==> src/sv/plid_pkg.sv <==
`default_nettype none

package plid_pkg;

  // list size and derived widths
  localparam int CAPACITY = 64;
  localparam int CNT_W    = $clog2(CAPACITY + 1);
  localparam int VAL_W    = 32;
  localparam int OP_W     = 3;
  localparam int ST_W     = 3;

  // packed stream widths, rounded up to whole bytes
  localparam int IN_DATA_W  = ((VAL_W + CNT_W + 7) / 8) * 8;
  localparam int OUT_DATA_W = ((VAL_W + CNT_W + 7) / 8) * 8;

  // operation codes
  typedef enum logic [OP_W-1:0] {
    OP_LIST       = 3'd0,
    OP_INS_FRONT  = 3'd1,
    OP_INS_POS    = 3'd2,
    OP_INS_END    = 3'd3,
    OP_DEL_FRONT  = 3'd4,
    OP_DEL_POS    = 3'd5,
    OP_DEL_END    = 3'd6
  } op_t;

  // result status codes
  typedef enum logic [ST_W-1:0] {
    ST_OK        = 3'd0,
    ST_OVERFLOW  = 3'd1,
    ST_UNDERFLOW = 3'd2,
    ST_BAD_POS   = 3'd3,
    ST_EMPTY     = 3'd4
  } status_t;

  // where an insert or delete takes effect
  typedef enum logic [1:0] {
    IDX_ZERO = 2'd0,
    IDX_POS  = 2'd1,
    IDX_END  = 2'd2
  } idx_sel_t;

  // controller to datapath commands
  typedef struct packed {
    logic     capture;
    logic     ins;
    logic     del;
    idx_sel_t idx_sel;
    logic     load_single;
    logic     list_step;
    logic     list_emit;
    status_t  status;
  } plid_cmd_t;

  // datapath to controller status
  typedef struct packed {
    op_t  op;
    logic empty;
    logic full;
    logic pos_gt_count;
    logic pos_ge_count;
    logic k_lt_count;
    logic k_end;
  } plid_stat_t;

endpackage

`default_nettype wire

==> src/sv/plid_ctrl.sv <==
`default_nettype none

module plid_ctrl
  import plid_pkg::*;
(
  input  wire logic       clk,
  input  wire logic       rst,
  input  wire logic       s_axis_tvalid,
  output logic            s_axis_tready,
  output logic            m_axis_tvalid,
  input  wire logic       m_axis_tready,
  input  wire plid_stat_t stat,
  output plid_cmd_t       cmd
);

  typedef enum logic [1:0] {
    S_IDLE,
    S_EXEC,
    S_LIST
  } state_t;

  state_t state;
  state_t state_next;
  logic   out_free;
  logic   out_load;

  assign s_axis_tready = (state == S_IDLE);
  assign out_free      = !m_axis_tvalid || m_axis_tready;
  assign out_load      = cmd.load_single || cmd.list_emit;

  // command decode and next state
  always_comb begin
    cmd        = '0;
    cmd.status = ST_OK;
    state_next = state;
    unique case (state)
      S_IDLE: begin
        cmd.capture = s_axis_tvalid;
        if (s_axis_tvalid) begin
          state_next = S_EXEC;
        end
      end
      S_EXEC: begin
        if (stat.op == OP_LIST && !stat.empty) begin
          state_next = S_LIST;
        end else if (out_free) begin
          cmd.load_single = 1'b1;
          state_next      = S_IDLE;
          unique case (stat.op)
            OP_LIST: cmd.status = ST_EMPTY;
            OP_INS_FRONT: begin
              cmd.idx_sel = IDX_ZERO;
              if (stat.full) cmd.status = ST_OVERFLOW;
              else cmd.ins = 1'b1;
            end
            OP_INS_POS: begin
              cmd.idx_sel = IDX_POS;
              if (stat.pos_gt_count) cmd.status = ST_BAD_POS;
              else if (stat.full) cmd.status = ST_OVERFLOW;
              else cmd.ins = 1'b1;
            end
            OP_INS_END: begin
              cmd.idx_sel = IDX_END;
              if (stat.full) cmd.status = ST_OVERFLOW;
              else cmd.ins = 1'b1;
            end
            OP_DEL_FRONT: begin
              cmd.idx_sel = IDX_ZERO;
              if (stat.empty) cmd.status = ST_UNDERFLOW;
              else cmd.del = 1'b1;
            end
            OP_DEL_POS: begin
              cmd.idx_sel = IDX_POS;
              if (stat.empty) cmd.status = ST_UNDERFLOW;
              else if (stat.pos_ge_count) cmd.status = ST_BAD_POS;
              else cmd.del = 1'b1;
            end
            OP_DEL_END: begin
              cmd.idx_sel = IDX_END;
              if (stat.empty) cmd.status = ST_UNDERFLOW;
              else cmd.del = 1'b1;
            end
            default: cmd.status = ST_OK;
          endcase
        end
      end
      S_LIST: begin
        // emit while inside the list, then finish the full rotation
        if (stat.k_lt_count) begin
          if (out_free) begin
            cmd.list_step = 1'b1;
            cmd.list_emit = 1'b1;
          end
        end else begin
          cmd.list_step = 1'b1;
        end
        if (cmd.list_step && stat.k_end) begin
          state_next = S_IDLE;
        end
      end
      default: state_next = S_IDLE;
    endcase
  end

  // state and output valid
  always_ff @(posedge clk) begin
    if (rst) begin
      state         <= S_IDLE;
      m_axis_tvalid <= 1'b0;
    end else begin
      state <= state_next;
      if (out_load) begin
        m_axis_tvalid <= 1'b1;
      end else if (m_axis_tready) begin
        m_axis_tvalid <= 1'b0;
      end
    end
  end

endmodule

`default_nettype wire

==> config.mk <==
export PLATFORM = sky130hd
export DESIGN_NAME = plid_ctrl
export DESIGN_NICKNAME = d
export VERILOG_FILES = /design/src/sv/plid_pkg.sv /design/src/sv/plid_ctrl.sv
export SDC_FILE = /design/constraint.sdc
export NUM_CORES = 1
export LEC_CHECK = 0
export ABC_AREA = 1
export BUFFER_PORTS_ARGS = -buffer_cell sky130_fd_sc_hd__buf_2
export CORE_AREA = 2 2 39 41
export CTS_BUF_LIST = sky130_fd_sc_hd__clkbuf_2
export DETAILED_ROUTE_END_ITERATION = 10
export DIE_AREA = 0 0 41 43
export HOLD_SLACK_MARGIN = 0.15
export SYNTH_ARGS = -nofsm -noshare
export SYNTH_HDL_FRONTEND = slang
export SYNTH_SLANG_ARGS = --single-unit
==> constraint.sdc <==
create_clock -name clk -period 1.3 [get_ports clk]
set_input_delay 0.26 -clock clk [delete_from_list [all_inputs] [get_ports clk]]
set_output_delay 0.26 -clock clk [all_outputs]
set_load 0.02 [all_outputs]
==> results.toml <==
[drt]
wire_per_inst_um = 8.63
vias = 524
drtIter0Drc = 6
drt_pass1_iterations = 3
avgViaCountPerCell = 4.40
drt_wl_total_mm = 1.03
route.detailed.drc = 0
ant_nets = 0

[sta]
timing.final.hold_violations = 0
fin_ws_ns = -0.0996
fin_crit_ns = 1.40
finClkSkew_ns = 0.00504
period_share_pct = 108
final_max_slew_viol_count = 0
rsz0062_at_grt = "yes"
tightestPinTransition_ns = 0.190
timing.fmax_mhz = 714
relSlewSlack_pct = 87.3
setup_tns_ns = -0.582
setup_viol = 9

[power]
p_seq_share_pct = 26.1
peakVddDrop_mv = 0.221
switching_share_pct = 37.4
leakage_nw = 0.354
power_density_nw_per_um2 = 600
power.internal_w = 0.000237
p_clk_share_pct = 35.3
comb_power_share_pct = 38.6
switchingPower_w = 0.000141

[setup_path]
endpoint_kind = "output port"
startpoint_type = "register"
critPathKind = "reg2out"
crit_fanout = 3
arrival_ns = 1.14
cp.required_ns = 1.04

[status]
failed_checks = "negative setup slack"
status = "complete, but fails checks"

[placed_design]
hpwl_um = 807
portBuffers = 25
routabilityCongestion = 0.754

[grt]
grt_max_degree = 8
grt_pass1_wl_mm = 1.52
grt_overflow = 0
antenna_found_initial = 0
first_global_vias = 440
grt_usage_pct = 12.8

[finish]
multi_input_area_um2 = 280
syn_to_final_growth_pct = 79.6
nNetsFinal = 117
final_util_pct = 45.5
num_antenna_cells = 0
drive_above_1_share_pct = 48.5
ff_latch_area_um2 = 65.1
fillers = 154

[logic_synthesis]
synth_cells = 69
synth_area_leaders = "nand2_1, dfxtp_1, nor2_1"
avgSynthCellArea_um2 = 5.08
synth_seq_cells = 3
synth_top_area_share_pct = 18.2
yosysWarningCount = 0
synth_top_area_cell = "nand2_1"
synthesis.area_um2 = 350
ys_seq_area_share_pct = 17.1
synth.distinct_cells = 12
mappedNetlistNets = 82

[job]
drv_cap = 0

[worst_hold_path]
hold_class = "in2reg"

[cts]
hold_buffers = 0
clk_pin_slew_worst_paths_ns = 0.05
cts_max_level = 1
root_buffer = "clkbuf_2"
clk_path_buf_depth = 2
cts_tree = "built"
cts_buffers = 3
cts_sinks = 3
insertion_delay_ns = 0.21

[floorplan]
die_area_um2 = 1760
die_x_um = 41
die_h_um = 43
start_util_pct = 25.3
core_region_area_um2 = 1380
io-pin-count = 26
row_count = 14
power by group through the flow:
stage / clock network, W / registers [W] / logic (W)
finish: 0.000133 / 0.0000987 / 0.000146
global route: 0.000144 / 0.0000986 / 0.000161
CTS: 0.000138 / 0.000100 / 0.000142
detailed placement: 0 / 0.000101 / 0.000126
global placement: 0 / 0.000101 / 0.000125
floorplan: 0 / 0.000103 / 0.0000685
sequential cells by signal, summed over array words and instances, names as in the netlist:
register / cells
state: 2
m_axis_tvalid: 1
cell families after synthesis:
| kind of cell | synth area share (%) |
|---|---|
| AO/OA/AOI/OAI | 10.0 |
| buffers and inverters | 13.9 |
| flip-flops | 17.1 |
| AND/OR/NAND/NOR | 58.9 |
what timing repair did:
action,CTS,global route
endpoints found under the setup margin,10,10
pin swaps,6,4
setup buffers,1,0
resized for setup,21,6
synthesized netlist by cell type (all sizes together):
library cell  count
nor2             18
nand2            17
inv              13
nand3             8
a21oi             6
dfxtp             3
nand4             2
nor3              1
o21ai             1
worst paths after layout:
| kind | startpoint | endpoint | depth (start not counted) | slack (ns) |
|---|---|---|---|---|
| min reg2reg | state[0]$_SDFFE_PP0P_ | state[1]$_SDFFE_PP0P_ | 3 | 0.55 |
| max | state[0]$_SDFFE_PP0P_ | cmd[0] | 5 | -0.1 |
| max reg2reg | state[0]$_SDFFE_PP0P_ | state[0]$_SDFFE_PP0P_ | 5 | 0.37 |
| min | rst | state[1]$_SDFFE_PP0P_ | 2 | 0.23 |
metal layers:
layer,global-route usage [%],part of all wire (%),up-vias
li1,-,-,284
met1,11.5,40,211
met2,22.2,47,25
met3,1.57,9.5,4
met4,12.0,3.4,0
met5,0,0,-
critical path: stages, from the launching register on:
cell and delay [ns]:
dfxtp_2 0.34, inv_2 0.05, nor2_4 0.12, nand4_1 0.15, nor2_1 0.13, buf_4 0.14
area by class of cell:
class	instances	share of cell area, %
Clock buffer	4	3.18
Inverter	13	7.75
Multi-Input combinational cell	53	44.5
Sequential cell	3	10.3
Tap cell	16	3.18
Timing Repair Buffer	30	31.0
layout by cell type (no fill, tap or decap):
master	synthesis	layout
nand2_1	17	16
buf_2	0	15
buf_4	0	13
nor2_1	15	11
inv_1	12	10
nand3_1	6	6
a21oi_1	6	5
nor2_2	3	4
clkbuf_2	0	4
nor2_4	0	3
inv_2	1	3
nand4_1	2	2
buf_6	0	2
nand3_2	2	1
nand2_2	0	1
nor3_1	1	1
o21ai_1	1	1
nand3_4	0	1
a21oi_2	0	1
dfxtp_1	3	1
dfxtp_2	0	1
dfxtp_4	0	1
metrics by stage:
step	cells	worst slack [ns]	power (W)	cell area, µm²	hold slack (ns)
global route	119	-0.173	0.000403	629	0.230
floorplan	69	0.0136	0.000171	350	0.329
global placement	114	-0.0360	0.000226	526	0.458
CTS	119	-0.102	0.000380	612	0.230
finish	119	-0.0996	0.000378	629	0.230
detailed placement	114	-0.0428	0.000226	526	0.461
Note: power is estimated with default switching activity, not from simulation.
